===== src/rtl/core/ocd_pkg.sv =====
package ocd_pkg;

    localparam int NUM_WHEELS = 4;
    localparam int COUNT_W    = 32;
    localparam int YAW_W      = 16;
    localparam int SCALE_W    = 32;
    localparam int OUT_W      = 48;

    // config register indexes
    localparam int CFG_IDX_W = 2;
    localparam logic [CFG_IDX_W-1:0] REG_LINEAR_SCALE = 2'd0;
    localparam logic [CFG_IDX_W-1:0] REG_TURN_SCALE   = 2'd1;

    // quarter-wave sine polynomial, Q16
    localparam int ONE_Q16 = 65536;
    localparam int POLY_A  = 102944;
    localparam int POLY_B  = 42334;
    localparam int POLY_C  = 4926;

    localparam int U_W     = 17;
    localparam int Q15_W   = 15;
    localparam int TRIG_W  = 16;

    localparam int DELTA_W = 35;
    localparam int ROT_W   = 51;
    localparam int MAG_W   = 52;
    localparam int INC_W   = 53;

    localparam int MUL_A_W = 35;
    localparam int MUL_B_W = 33;
    localparam int MUL_P_W = MUL_A_W + MUL_B_W;

    typedef logic signed [MUL_A_W-1:0] t_mul_a;
    typedef logic signed [MUL_B_W-1:0] t_mul_b;
    typedef logic signed [MUL_P_W-1:0] t_mul_p;
    typedef logic signed [INC_W-1:0]   t_inc;

endpackage


===== src/rtl/core/ocd_sat_add.sv =====
module ocd_sat_add
    import ocd_pkg::*;
#(
    parameter int ACC_WIDTH = 48
) (
    input  logic signed [ACC_WIDTH-1:0] i_acc,
    input  t_inc                        i_inc,
    output logic signed [ACC_WIDTH-1:0] o_sum
);

    localparam int SW = ((ACC_WIDTH > INC_W) ? ACC_WIDTH : INC_W) + 1;

    logic signed [SW-1:0] sum;
    logic signed [SW-1:0] hi;
    logic signed [SW-1:0] lo;

    always_comb begin
        sum = SW'(i_acc) + SW'(i_inc);
        hi  = SW'({1'b0, {(ACC_WIDTH-1){1'b1}}});
        lo  = ~hi;
        if (sum > hi) begin
            o_sum = ACC_WIDTH'(hi);
        end else if (sum < lo) begin
            o_sum = ACC_WIDTH'(lo);
        end else begin
            o_sum = ACC_WIDTH'(sum);
        end
    end

endmodule


===== config.mk =====
export PLATFORM = sky130hd
export DESIGN_NAME = ocd_sat_add
export DESIGN_NICKNAME = d
export VERILOG_FILES = /design/src/rtl/core/ocd_pkg.sv /design/src/rtl/core/ocd_sat_add.sv
export SDC_FILE = /design/constraint.sdc
export NUM_CORES = 1
export LEC_CHECK = 0
export ABC_CLOCK_PERIOD_IN_PS = 6050
export BUFFER_PORTS_ARGS = -buffer_cell sky130_fd_sc_hd__buf_4
export CORE_MARGIN = 4
export CORE_UTILIZATION = 30
export DETAILED_ROUTE_END_ITERATION = 10
export GPL_ROUTABILITY_DRIVEN = 0
export PLACE_DENSITY_LB_ADDON = 0.25
export RECOVER_POWER = 25
export SKIP_LAST_GASP = 1
export SLEW_MARGIN = 25
export SYNTH_ARGS = -nofsm -noshare
export SYNTH_HDL_FRONTEND = slang
export SYNTH_SLANG_ARGS = --single-unit
export TNS_END_PERCENT = 20

===== constraint.sdc =====
create_clock -name vclk -period 6.05
set_clock_uncertainty 0.15 [all_clocks]
set_input_delay 1.21 -clock vclk [all_inputs]
set_output_delay 1.21 -clock vclk [all_outputs]
set_load 0.03 [all_outputs]

# After elaboration in Yosys (flattened, before gate mapping)
# Cells that the tools add are included.
dict set report classes {
  add_sub_neg 1
  order_cmp 2
  mux 2
}
# op count
set ops {}
lappend ops {{two-way mux 48 bit} 2}
lappend ops {{adder 48 x 53 -> 54 bit} 1}
lappend ops {{> comparator 54 x 48 -> 1 bit, second input constant} 1}
lappend ops {{less-than comparator 54 x 48 -> 1 bit, second input constant} 1}
dict set report word_totals {
  output_inout_bits 48
  register_bits 0
}

# Depth between registers and ports, before layout
dict set report logic_depth {
  depth_word 4
  ltp_mapped 15
  mapped_depth_nobuf 13
}

# Least setup slack after synthesis
# OpenSTA, ideal clock, no wires.
dict set report synth_timing {
  path_kind {input -> output}
  start {input port i_acc[0]}
  end {output port o_sum[43]}
  path_buffers 1
  stages 14
  required_time_ns 4.690
  path_slack_ns -0.099
  t_arrival_ns 4.789
  cell_sequence {ha_1 inv_1 fa_1 nor2b_1 o31ai_1 a21o_1 a2111oi_4 nor4_1 o31ai_2 a31oi_1 xor2_1 o41a_1 buf_2 o31ai_1}
}
dict set report synth_between {
  elab_chain_cells 4
}
# item line_no
set synth_rtl {}
lappend synth_rtl {{start: declaration} ocd_sat_add.sv:6} ;# input logic signed [ACC_WIDTH-1:0] i_acc,
lappend synth_rtl {{adder 48 x 53 -> 54 bit (*)} ocd_sat_add.sv:18} ;# sum = SW'(i_acc) + SW'(i_inc);
lappend synth_rtl {{less-than comparator 54 x 48 -> 1 bit} ocd_sat_add.sv:23} ;# end else if (sum < lo) begin
lappend synth_rtl {{two-way mux 48 bit} ocd_sat_add.sv:23}
lappend synth_rtl {{two-way mux 48 bit (*)} ocd_sat_add.sv:21} ;# if (sum > hi) begin
lappend synth_rtl {{end: declaration} ocd_sat_add.sv:8} ;# output logic signed [ACC_WIDTH-1:0] o_sum
# Mark *: on every way between the ends. The rest lies on a longest branch, timed or not.

# Worst setup path after layout
dict set report layout_timing {
  start {input port i_inc[0]}
  end {output port o_sum[2]}
}
dict set report layout_between {
  elab_chain_cells 4
}
# item line_no
set layout_rtl {}
lappend layout_rtl {{start: declaration} ocd_sat_add.sv:7} ;# input t_inc i_inc,
lappend layout_rtl {{adder 48 x 53 -> 54 bit (*)} ocd_sat_add.sv:18}
lappend layout_rtl {{less-than comparator 54 x 48 -> 1 bit} ocd_sat_add.sv:23}
lappend layout_rtl {{two-way mux 48 bit} ocd_sat_add.sv:23}
lappend layout_rtl {{two-way mux 48 bit (*)} ocd_sat_add.sv:21}
# Marked as above.

==> impl_metrics.env <==
export IMPL_status="finished with violations"
export IMPL_violations="setup timing"
export IMPL_setup_worst_path_start_class="input port"
export IMPL_cp_common_cell="buf_4"
export IMPL_synth_compound_gate_area_share_pct=42.6
export IMPL_worstMarginPinSlew_ns=0.572
export IMPL_io_pins=149
export IMPL_synth_cells=539
export IMPL_worstPathMaxFanout=22
export IMPL_drt_met1_wl_um=5940
export IMPL_met2_length_um=6530
export IMPL_avgSynthCellArea_um2=6.53
export IMPL_ant_nets=0
export IMPL_grt_max_degree=23
export IMPL_drv_slew=0
export IMPL_antenna_cells=0
export IMPL_crit_chain="buf_8, ha_4, inv_2, fa_2, nor2b_4, o31ai_4, a21o_1, a2111oi_4, buf_4, o21ai_2, buf_4, o41ai_2, buf_4, a41oi_1, o211ai_1, a41o_2, buf_12, o21ai_1, buf_4"
export IMPL_place_ws_ns=-0.124
export IMPL_yosys_warnings=0
export IMPL_antenna_found_initial=0
export IMPL_core_mm2=0.0115
export IMPL_post_route_util_pct=47.6
export IMPL_wl_um=13800
export IMPL_final_cell_mix="buf_4 (164), nand2_1 (57), a21oi_1 (52)"
export IMPL_synth_seq_area_share_pct=0
export IMPL_numPortBuffers=149
export IMPL_hold_buffers=0
export IMPL_slew_headroom_pct=61.5
export IMPL_grt_pass1_wl_um=20600
export IMPL_wl_met3_um=933
export IMPL_period_needed_ns=6.10
export IMPL_final_nets=857
export IMPL_rsz0062_at_grt="true"
export IMPL_top_layer="met4"
export IMPL_drive_gt1_share_pct=33.6
export IMPL_critPathSlowestCell="a2111oi_4"
export IMPL_crit_buf_inv=7
export IMPL_dp_hpwl_um=10800
export IMPL_crit_path_end_kind="output port"
export IMPL_hold_violations=0
export IMPL_grt_ovfl_total=0
export IMPL_regArea_um2=0
export IMPL_final_cells=843
export IMPL_cp_num_cells=19
export IMPL_synth_distinct_cells=51
export IMPL_dp_cells=831
export IMPL_fill_cells=1144
export IMPL_finalSetupViolations=19
export IMPL_drt_pass1_iterations=5
export IMPL_p_per_area_mw_per_mm2=178
export IMPL_vias=4824
export IMPL_critPathRequiredTime_ns=4.69
export IMPL_post_drt_wl_per_cell_um=16.3
export IMPL_crit_path_start="i_inc[0]"
export IMPL_placed_area_mm2=0.00494
export IMPL_synth_top_family_by_area="compound AO/OA/AOI/OAI gates"
export IMPL_maxCapViolCount=0
export IMPL_p_leak_nw=2.49
export IMPL_fin_ws_ns=-0.0463
export IMPL_syn_num_nets=694
export IMPL_setup_worst_path_end="o_sum[2]"
export IMPL_yosys_area_share_simple_pct=20.4
export IMPL_syn2layout_area_growth_pct=54.8
export IMPL_grt_pass1_vias=4521
export IMPL_seq_cell_count=0
export IMPL_initial_core_util_pct=30.7
export IMPL_die_width_um=116
export IMPL_cp_top_family="compound AO/OA/AOI/OAI gates"
export IMPL_worst_setup_path_type="input port to output port"
export IMPL_nClkBuffers=0
export IMPL_drcViolationCount=0
export IMPL_rows=39
export IMPL_max_clock_freq_ghz=0.164
export IMPL_grt_use_total_pct=17.8
export IMPL_synth_area_mux_share_pct=0.284
export IMPL_crit_arrival_ns=4.74
export IMPL_die_area_mm2=0.0135
export IMPL_drtIter0Drc=239
export IMPL_finalCritPeriodShare_pct=101
export IMPL_peakVddDrop_v=0.000101
export IMPL_layout_commonest_cell="buf_4"
export IMPL_design_area_mm2=0.00545
export IMPL_synth_area_mm2=0.00352
export IMPL_synthAdderAreaFrac_pct=19.4
export IMPL_synthXorXnorAreaFrac_pct=11.4
export IMPL_hp_class="input port to output port"
export IMPL_vias_per_cell=5.72
export IMPL_die_h_um=116
export IMPL_cp_slowest_stage_delay_ns=0.39
## stage by stage
step	setup TNS, ns	hold slack (ns)	total power [mW]
final	-0.403	2.76	0.971
after global routing	-7.12	2.78	1.04
after CTS	0	2.80	0.855
after detailed placement	-0.888	2.80	0.831
after global placement	-0.0813	2.76	0.828
after floorplan	-0.0932	2.69	0.536
## cell usage after synthesis, drive strengths merged (2+ instances only)
library cell	count	share of area (%)
a221o	2	0.57
a21o	31	6.6
xnor2	25	6.2
buf	11	2.1
nand2	57	6.1
a41oi	2	0.50
a21oi	53	7.5
xor2	21	5.2
o31ai	9	2.1
a31oi	13	2.3
o211ai	6	1.3
nor2b	3	0.53
o21ai	77	11
nand2b	5	0.89
ha	53	19
o21a	9	1.9
a211oi	8	1.7
nor3	13	1.8
nor4	5	0.89
nor2	35	3.7
o211a	2	0.57
and3	3	0.53
or3	5	0.89
a221oi	4	0.99
o21bai	7	1.5
nand3	13	1.8
clkbuf	21	2.2
a311oi	2	0.50
inv	14	1.5
nand4	13	2.3
## kinds of logic after synthesis
kind of cell / count (synthesis)
buffers and inverters: 46
multiplexers: 1
AO/OA/AOI/OAI: 236
XOR/XNOR: 46
AND/OR/NAND/NOR: 156
adder cells (fa/ha/maj): 54
## routing by layer
metal	global-route usage (%)	up-vias
met5	0	-
met4	3.79	0
met3	0.984	26
met2	31.2	183
met1	24.1	2249
li1	-	2366
## how the worst min path moves through the flow
stage             start        to  cells past startpoint
3_5_place_dp   i_inc[0]  o_sum[0]                      5
4_1_cts        i_inc[0]  o_sum[0]                      5
6_report       i_acc[0]  o_sum[0]                      5
2_1_floorplan  i_inc[1]  o_sum[1]                      3
5_1_grt        i_inc[0]  o_sum[0]                      5
3_3_place_gp   i_inc[0]  o_sum[0]                      5
## final cells by class
type,count,area [um2],area share [%]
Tap cell,143,179,3.28
Multi-Input combinational cell,493,3600,66.0
Inverter,14,52.6,0.964
Timing Repair Buffer,193,1620,29.8
## report_power, final
group	internal, mW	switching, mW
logic	0.408	0.562
registers	0	0
clock network	0	0
total	0.408	0.562
## what timing repair did
action / CTS / global route
setup buffers: 2 / 6
pin swaps: 8 / 23
gates resized for setup: 9 / 67
cloned: 1 / 3
setup endpoints to repair: 47 / 47
Note: power is estimated with default switching activity, not from simulation.
