==> src/rtl/core/ocd_pkg.sv <==
package ocd_pkg;

    localparam int NUM_WHEELS = 4;
    localparam int COUNT_W    = 32;
    localparam int YAW_W      = 16;
    localparam int SCALE_W    = 32;
    localparam int OUT_W      = 48;

    // config register indexes
    localparam int CFG_IDX_W = 2;
    localparam logic [CFG_IDX_W-1:0] REG_LINEAR_SCALE = 2'd0;
    localparam logic [CFG_IDX_W-1:0] REG_TURN_SCALE   = 2'd1;

    // quarter-wave sine polynomial, Q16
    localparam int ONE_Q16 = 65536;
    localparam int POLY_A  = 102944;
    localparam int POLY_B  = 42334;
    localparam int POLY_C  = 4926;

    localparam int U_W     = 17;
    localparam int Q15_W   = 15;
    localparam int TRIG_W  = 16;

    localparam int DELTA_W = 35;
    localparam int ROT_W   = 51;
    localparam int MAG_W   = 52;
    localparam int INC_W   = 53;

    localparam int MUL_A_W = 35;
    localparam int MUL_B_W = 33;
    localparam int MUL_P_W = MUL_A_W + MUL_B_W;

    typedef logic signed [MUL_A_W-1:0] t_mul_a;
    typedef logic signed [MUL_B_W-1:0] t_mul_b;
    typedef logic signed [MUL_P_W-1:0] t_mul_p;
    typedef logic signed [INC_W-1:0]   t_inc;

endpackage

==> src/rtl/core/ocd_mul.sv <==
module ocd_mul
    import ocd_pkg::*;
(
    input  logic   i_clk,
    input  logic   i_en,
    input  t_mul_a i_a,
    input  t_mul_b i_b,
    output t_mul_p o_p
);

    t_mul_p r_p;

    always_ff @(posedge i_clk) begin
        if (i_en) begin
            r_p <= MUL_P_W'(i_a) * MUL_P_W'(i_b);
        end
    end

    assign o_p = r_p;

endmodule

==> config.mk <==
export PLATFORM = sky130hd
export DESIGN_NAME = ocd_mul
export DESIGN_NICKNAME = d
export VERILOG_FILES = /design/src/rtl/core/ocd_pkg.sv /design/src/rtl/core/ocd_mul.sv
export SDC_FILE = /design/constraint.sdc
export NUM_CORES = 2
export LEC_CHECK = 0
export ABC_AREA = 0
export BUFFER_PORTS_ARGS = -buffer_cell sky130_fd_sc_hd__buf_2
export CAP_MARGIN = 20
export CELL_PAD_IN_SITES_DETAIL_PLACEMENT = 0
export CELL_PAD_IN_SITES_GLOBAL_PLACEMENT = 1
export CORE_UTILIZATION = 40
export DETAILED_ROUTE_END_ITERATION = 10
export PLACE_DENSITY_LB_ADDON = 0.1
export SLEW_MARGIN = 20
export SYNTH_ARGS = -nofsm -noshare
export SYNTH_HDL_FRONTEND = slang
export SYNTH_SLANG_ARGS = --single-unit
export TNS_END_PERCENT = 50
==> constraint.sdc <==
create_clock -name i_clk -period 11.25 [get_ports i_clk]
set_clock_uncertainty 0.15 [all_clocks]
set_input_delay 2.25 -clock i_clk [delete_from_list [all_inputs] [get_ports i_clk]]
set_output_delay 2.25 -clock i_clk [all_outputs]
set_load 0.01 [all_outputs]
# Word level (Yosys, flattened, before mapping)
# Cells that the tools add are included.
# totals
reg_bits,68
elab_cells,2
out_inout_bits,68
input_bits,70
# classes
n_mul,1
# ops
operator,count
$mul 35x33->68,1

# Logic depth before layout (Yosys ltp)
# depth
ltp_word,1
depth_mapped,29
depth_no_buf,27

# Least setup slack after synthesis
# No wires, ideal clock.
# synth_timing
path_kind,input-to-reg
start,input i_a[34]
end,"register r_p[66] (netlist: o_p[66]), data pin"
arrival_time_ps,9673
setup_slack_ps,1161
setup_time_ps,266
path_stages,26
path_buffers,2
t_required_ps,10834
cell_sequence,clkbuf_1 -> nand2_1 -> inv_1 -> fa_1 -> fa_1 -> fa_1 -> inv_1 -> fa_1 -> inv_1 -> fa_1 -> fa_1 -> inv_1 -> fa_1 -> fa_1 -> inv_1 -> ha_1 -> clkbuf_1 -> a21o_1 -> a21o_1 -> a21oi_1 -> o21bai_1 -> a21o_1 -> a21o_1 -> a2111oi_2 -> nor3_1 -> xor2_1
# synth_between
elab_chain_cells,1
# synth_rtl
element,line,rtl
start: declaration,ocd_mul.sv:6,"input t_mul_a i_a,"
$mul 35x33->68,ocd_mul.sv:15,r_p <= MUL_P_W'(i_a) * MUL_P_W'(i_b);
end signal: assignment,ocd_mul.sv:15,
end: declaration,ocd_mul.sv:11,t_mul_p r_p;
# No other way between the ends.
# A chain may end at the register's enable or synchronous reset.

# Final worst setup path
# layout_timing
start,input i_a[9]
end,"register r_p[66] (netlist: o_p[66]), data pin"
# Same word-level chain as after synthesis.

==> insert_results.sql <==
INSERT INTO impl_metrics (metric_group, metric, value, unit) VALUES
('global_routing', 'grt_start_max_net_pins', '60', ''),
('placed_design', 'numPlacedInstances', '5871', ''),
('synth', 'postSynthAreaPerCell', '9.59', 'sq um'),
('global_routing', 'grt_antenna_before_repair', '8', ''),
('global_routing', 'first_global_vias', '32900', ''),
('timing', 'min_period', '10350', 'ps'),
('floorplan', 'die_footprint', '109000', 'sq um'),
('cts', 'cts.repair.resized', '0', ''),
('synth', 'synth_warnings', '0', ''),
('synth', 'post_synth_inst_count', '4494', ''),
('floorplan', 'die_height', '330', 'um'),
('timing', 'max_slew_margin', '34.1', '%'),
('cts', 'postCtsHoldBufs', '0', ''),
('flow_run', 'timing.max_cap.violations', '0', ''),
('worst_setup_path', 'worst_ep_arrival', '10310', 'ps'),
('final_layout', 'layout-drive-gt1-share', '5.82', '%'),
('cts', 'h-tree-depth', '3', ''),
('detailed_routing', 'antenna_violating_nets_remaining', '0', ''),
('final_layout', 'commonest_cells_after_routing_fill_and_taps_aside', 'sky130_fd_sc_hd__fa_1, sky130_fd_sc_hd__inv_1, sky130_fd_sc_hd__and2_1', ''),
('timing', 'hold_violations', '0', ''),
('run_status', 'status', 'completed', ''),
('global_routing', 'globalRoute.totalOverflow', '0', ''),
('timing', 'setup_tns', '0', 'ps'),
('timing', 'rsz0062_at_grt', 'no', ''),
('global_routing', 'first_pass_grt_wire_length', '202000', 'um'),
('synth', 'post_synth_instance_area', '43100', 'sq um'),
('timing', 'maxSlewViolCount', '0', ''),
('final_layout', 'fillerInstances', '10800', ''),
('synth', 'synth.distinct_cells', '78', ''),
('timing', 'setup-violations-final', '0', ''),
('detailed_routing', 'wire_per_inst', '22.1', 'um'),
('worst_setup_path', 'worst_ep_required_time', '11210', 'ps'),
('worst_setup_path', 'critical-path-top-cell-by-count', 'sky130_fd_sc_hd__fa_1', ''),
('cts', 'cts.sinks', '68', ''),
('timing', 'final_critical_path_share_of_the_clock_period', '92.0', '%'),
('final_layout', 'largest_register_ff_count', '68', ''),
('cts', 'worst_setup_hold_path_clk_slew', '70', 'ps'),
('detailed_routing', 'viasPerCell', '4.96', ''),
('synth', 'async_reset_ff_share', '0', '%'),
('cts', 'clock-root-buffer', 'sky130_fd_sc_hd__clkbuf_16', ''),
('synth', 'dominantRegCellSynth', 'sky130_fd_sc_hd__edfxtp_1', ''),
('final_layout', 'layout.cell_area.non_filler', '45500', 'sq um'),
('synth', 'yosysSeqAreaShare', '4.74', '%'),
('global_routing', 'globalRouteTotalUtil', '25.1', '%'),
('detailed_routing', 'detail_route.wirelength', '130000', 'um'),
('worst_setup_path', 'worstSetupEndpointType', 'register', ''),
('floorplan', 'core_area', '107000', 'sq um'),
('timing', 'worst-slew-pin-transition', '988', 'ps'),
('placed_design', 'place.detailed.hpwl', '110000', 'um'),
('floorplan', 'num_io_pins', '138', ''),
('final_layout', 'area_growth_syn_to_layout', '5.60', '%'),
('placed_design', 'gp_routability_congestion', '0.861', ''),
('floorplan', 'start_util', '40.3', '%'),
('placed_design', 'numPortBuffers', '137', ''),
('timing', 'timing.fmax', '96.6', 'MHz'),
('detailed_routing', 'remaining_drc_errors', '0', ''),
('synth', 'synth_seq_cells', '68', ''),
('final_layout', 'num-nets-final', '5977', ''),
('final_layout', 'stdcell_count', '5891', ''),
('worst_setup_path', 'element_type_at_the_critical_path_start', 'input port', ''),
('cts', 'cts_buffers', '9', ''),
('final_layout', 'most_common_cell_after_layout_fill_and_taps_aside', 'sky130_fd_sc_hd__fa_1', ''),
('synth', 'synth_edf_count', '68', ''),
('synth', 'mappedNetlistNets', '5992', ''),
('floorplan', 'die_w', '330', 'um'),
('worst_setup_path', 'slowest_stage', 'sky130_fd_sc_hd__buf_2', ''),
('worst_hold_path', 'holdCritPathClass', 'input port to register', ''),
('cts', 'cts.repair_timing.setup_buffer_count', '0', ''),
('cts', 'clockBufferDepth', '2', ''),
('floorplan', 'core.rowCount', '120', ''),
('worst_setup_path', 'timing.critical_path.fanout_max', '33', ''),
('worst_setup_path', 'worst_path_largest_cell_delay', '720', 'ps'),
('detailed_routing', 'drt_first_iter_violations', '1368', ''),
('detailed_routing', 'vias', '29200', ''),
('cts', 'cts_tree', 'done', ''),
('placed_design', 'placed_cell_area', '45100', 'sq um'),
('worst_setup_path', 'classification_of_the_worst_setup_path', 'input port to register', ''),
('detailed_routing', 'drt_first_pass_iters', '7', '');
## final timing paths
kind,startpoint,endpoint,slack (ps),cells past startpoint
setup / recovery,i_a[9],o_p[66],900,25
hold / removal,i_en,o_p[60],2130,1
## stage by stage
step / hold slack [ps] / worst slack, ps / util, %
final: 2130 / 897 / 42.6
after global routing: 2120 / 351 / 42.6
after CTS: 2110 / 892 / 42.6
after detailed placement: 2500 / 512 / 42.2
after global placement: 2500 / 595 / 42.2
after floorplan: 2210 / 1160 / -
## layout make-up
type | instances | area (sq um) | share of cell area, %
antenna | 4 | 10.0 | 0.0220
clock buffer | 10 | 229 | 0.503
clock inverter | 6 | 113 | 0.247
inverter | 1138 | 4270 | 9.39
multi-input combinational | 3044 | 35700 | 78.6
sequential | 68 | 2040 | 4.49
tap | 1403 | 1760 | 3.86
timing repair buffer | 218 | 1330 | 2.93
## cell usage after synthesis (3+ instances only)
library cell / instances / share of area [%]
sky130_fd_sc_hd__ha_1: 221 / 6.4
sky130_fd_sc_hd__and2_1: 589 / 8.6
sky130_fd_sc_hd__clkbuf_1: 226 / 2.0
sky130_fd_sc_hd__a2111oi_0: 4 / 0.081
sky130_fd_sc_hd__or3_1: 4 / 0.058
sky130_fd_sc_hd__xnor2_1: 49 / 1.0
sky130_fd_sc_hd__buf_6: 3 / 0.078
sky130_fd_sc_hd__o21bai_1: 9 / 0.16
sky130_fd_sc_hd__nand2_1: 581 / 5.1
sky130_fd_sc_hd__fa_1: 1207 / 56
sky130_fd_sc_hd__o21a_1: 7 / 0.12
sky130_fd_sc_hd__nand2b_1: 10 / 0.15
sky130_fd_sc_hd__nor2_1: 65 / 0.57
sky130_fd_sc_hd__nand4b_1: 3 / 0.061
sky130_fd_sc_hd__a21oi_1: 58 / 0.67
sky130_fd_sc_hd__edfxtp_1: 68 / 4.7
sky130_fd_sc_hd__a21o_1: 37 / 0.64
sky130_fd_sc_hd__nand3_1: 16 / 0.19
sky130_fd_sc_hd__o21ai_1: 5 / 0.058
sky130_fd_sc_hd__a21boi_1: 3 / 0.052
sky130_fd_sc_hd__a31oi_1: 6 / 0.087
sky130_fd_sc_hd__nor2b_1: 5 / 0.073
sky130_fd_sc_hd__nand4_1: 17 / 0.25
sky130_fd_sc_hd__o211ai_1: 3 / 0.052
sky130_fd_sc_hd__buf_2: 7 / 0.081
sky130_fd_sc_hd__clkbuf_8: 4 / 0.13
sky130_fd_sc_hd__a21oi_2: 5 / 0.10
sky130_fd_sc_hd__xor2_1: 23 / 0.47
sky130_fd_sc_hd__o21ai_0: 39 / 0.45
sky130_fd_sc_hd__a211oi_1: 9 / 0.16
sky130_fd_sc_hd__inv_1: 1138 / 9.9
sky130_fd_sc_hd__nor3_1: 16 / 0.19
## layer usage
layer | track usage (%) | part of all wire, %
met1 | 30.1 | 39
met2 | 47.6 | 55
met3 | 1.70 | 2.4
met5 | 0 | 0.011
met4 | 7.30 | 3.4
## critical path, delay by kind of cell
family | cells | cell delay (ps)
AO/OA/AOI/OAI | 7 | 2200
XOR/XNOR | 1 | 150
adder cells (fa/ha/maj) | 9 | 4420
buffers and inverters | 6 | 980
AND/OR/NAND/NOR | 2 | 280
## kinds of logic (layout without fill, tap and decap cells)
| logic type | after synthesis | in the layout | share of synthesized area, % |
|---|---|---|---|
| AO/OA/AOI/OAI | 219 | 219 | 3.52 |
| XOR/XNOR | 72 | 72 | 1.46 |
| adder cells (fa/ha/maj) | 1428 | 1428 | 62.5 |
| buffers and inverters | 1382 | 1372 | 12.3 |
| flip-flops | 68 | 68 | 4.74 |
| multiplexers | 2 | 2 | 0.0465 |
| other | 0 | 4 | 0 |
| AND/OR/NAND/NOR | 1323 | 1323 | 15.4 |
Power is left out: the tool's default activity adds up to more than one toggle a clock period on the data nets, which glitch-free logic cannot reach.
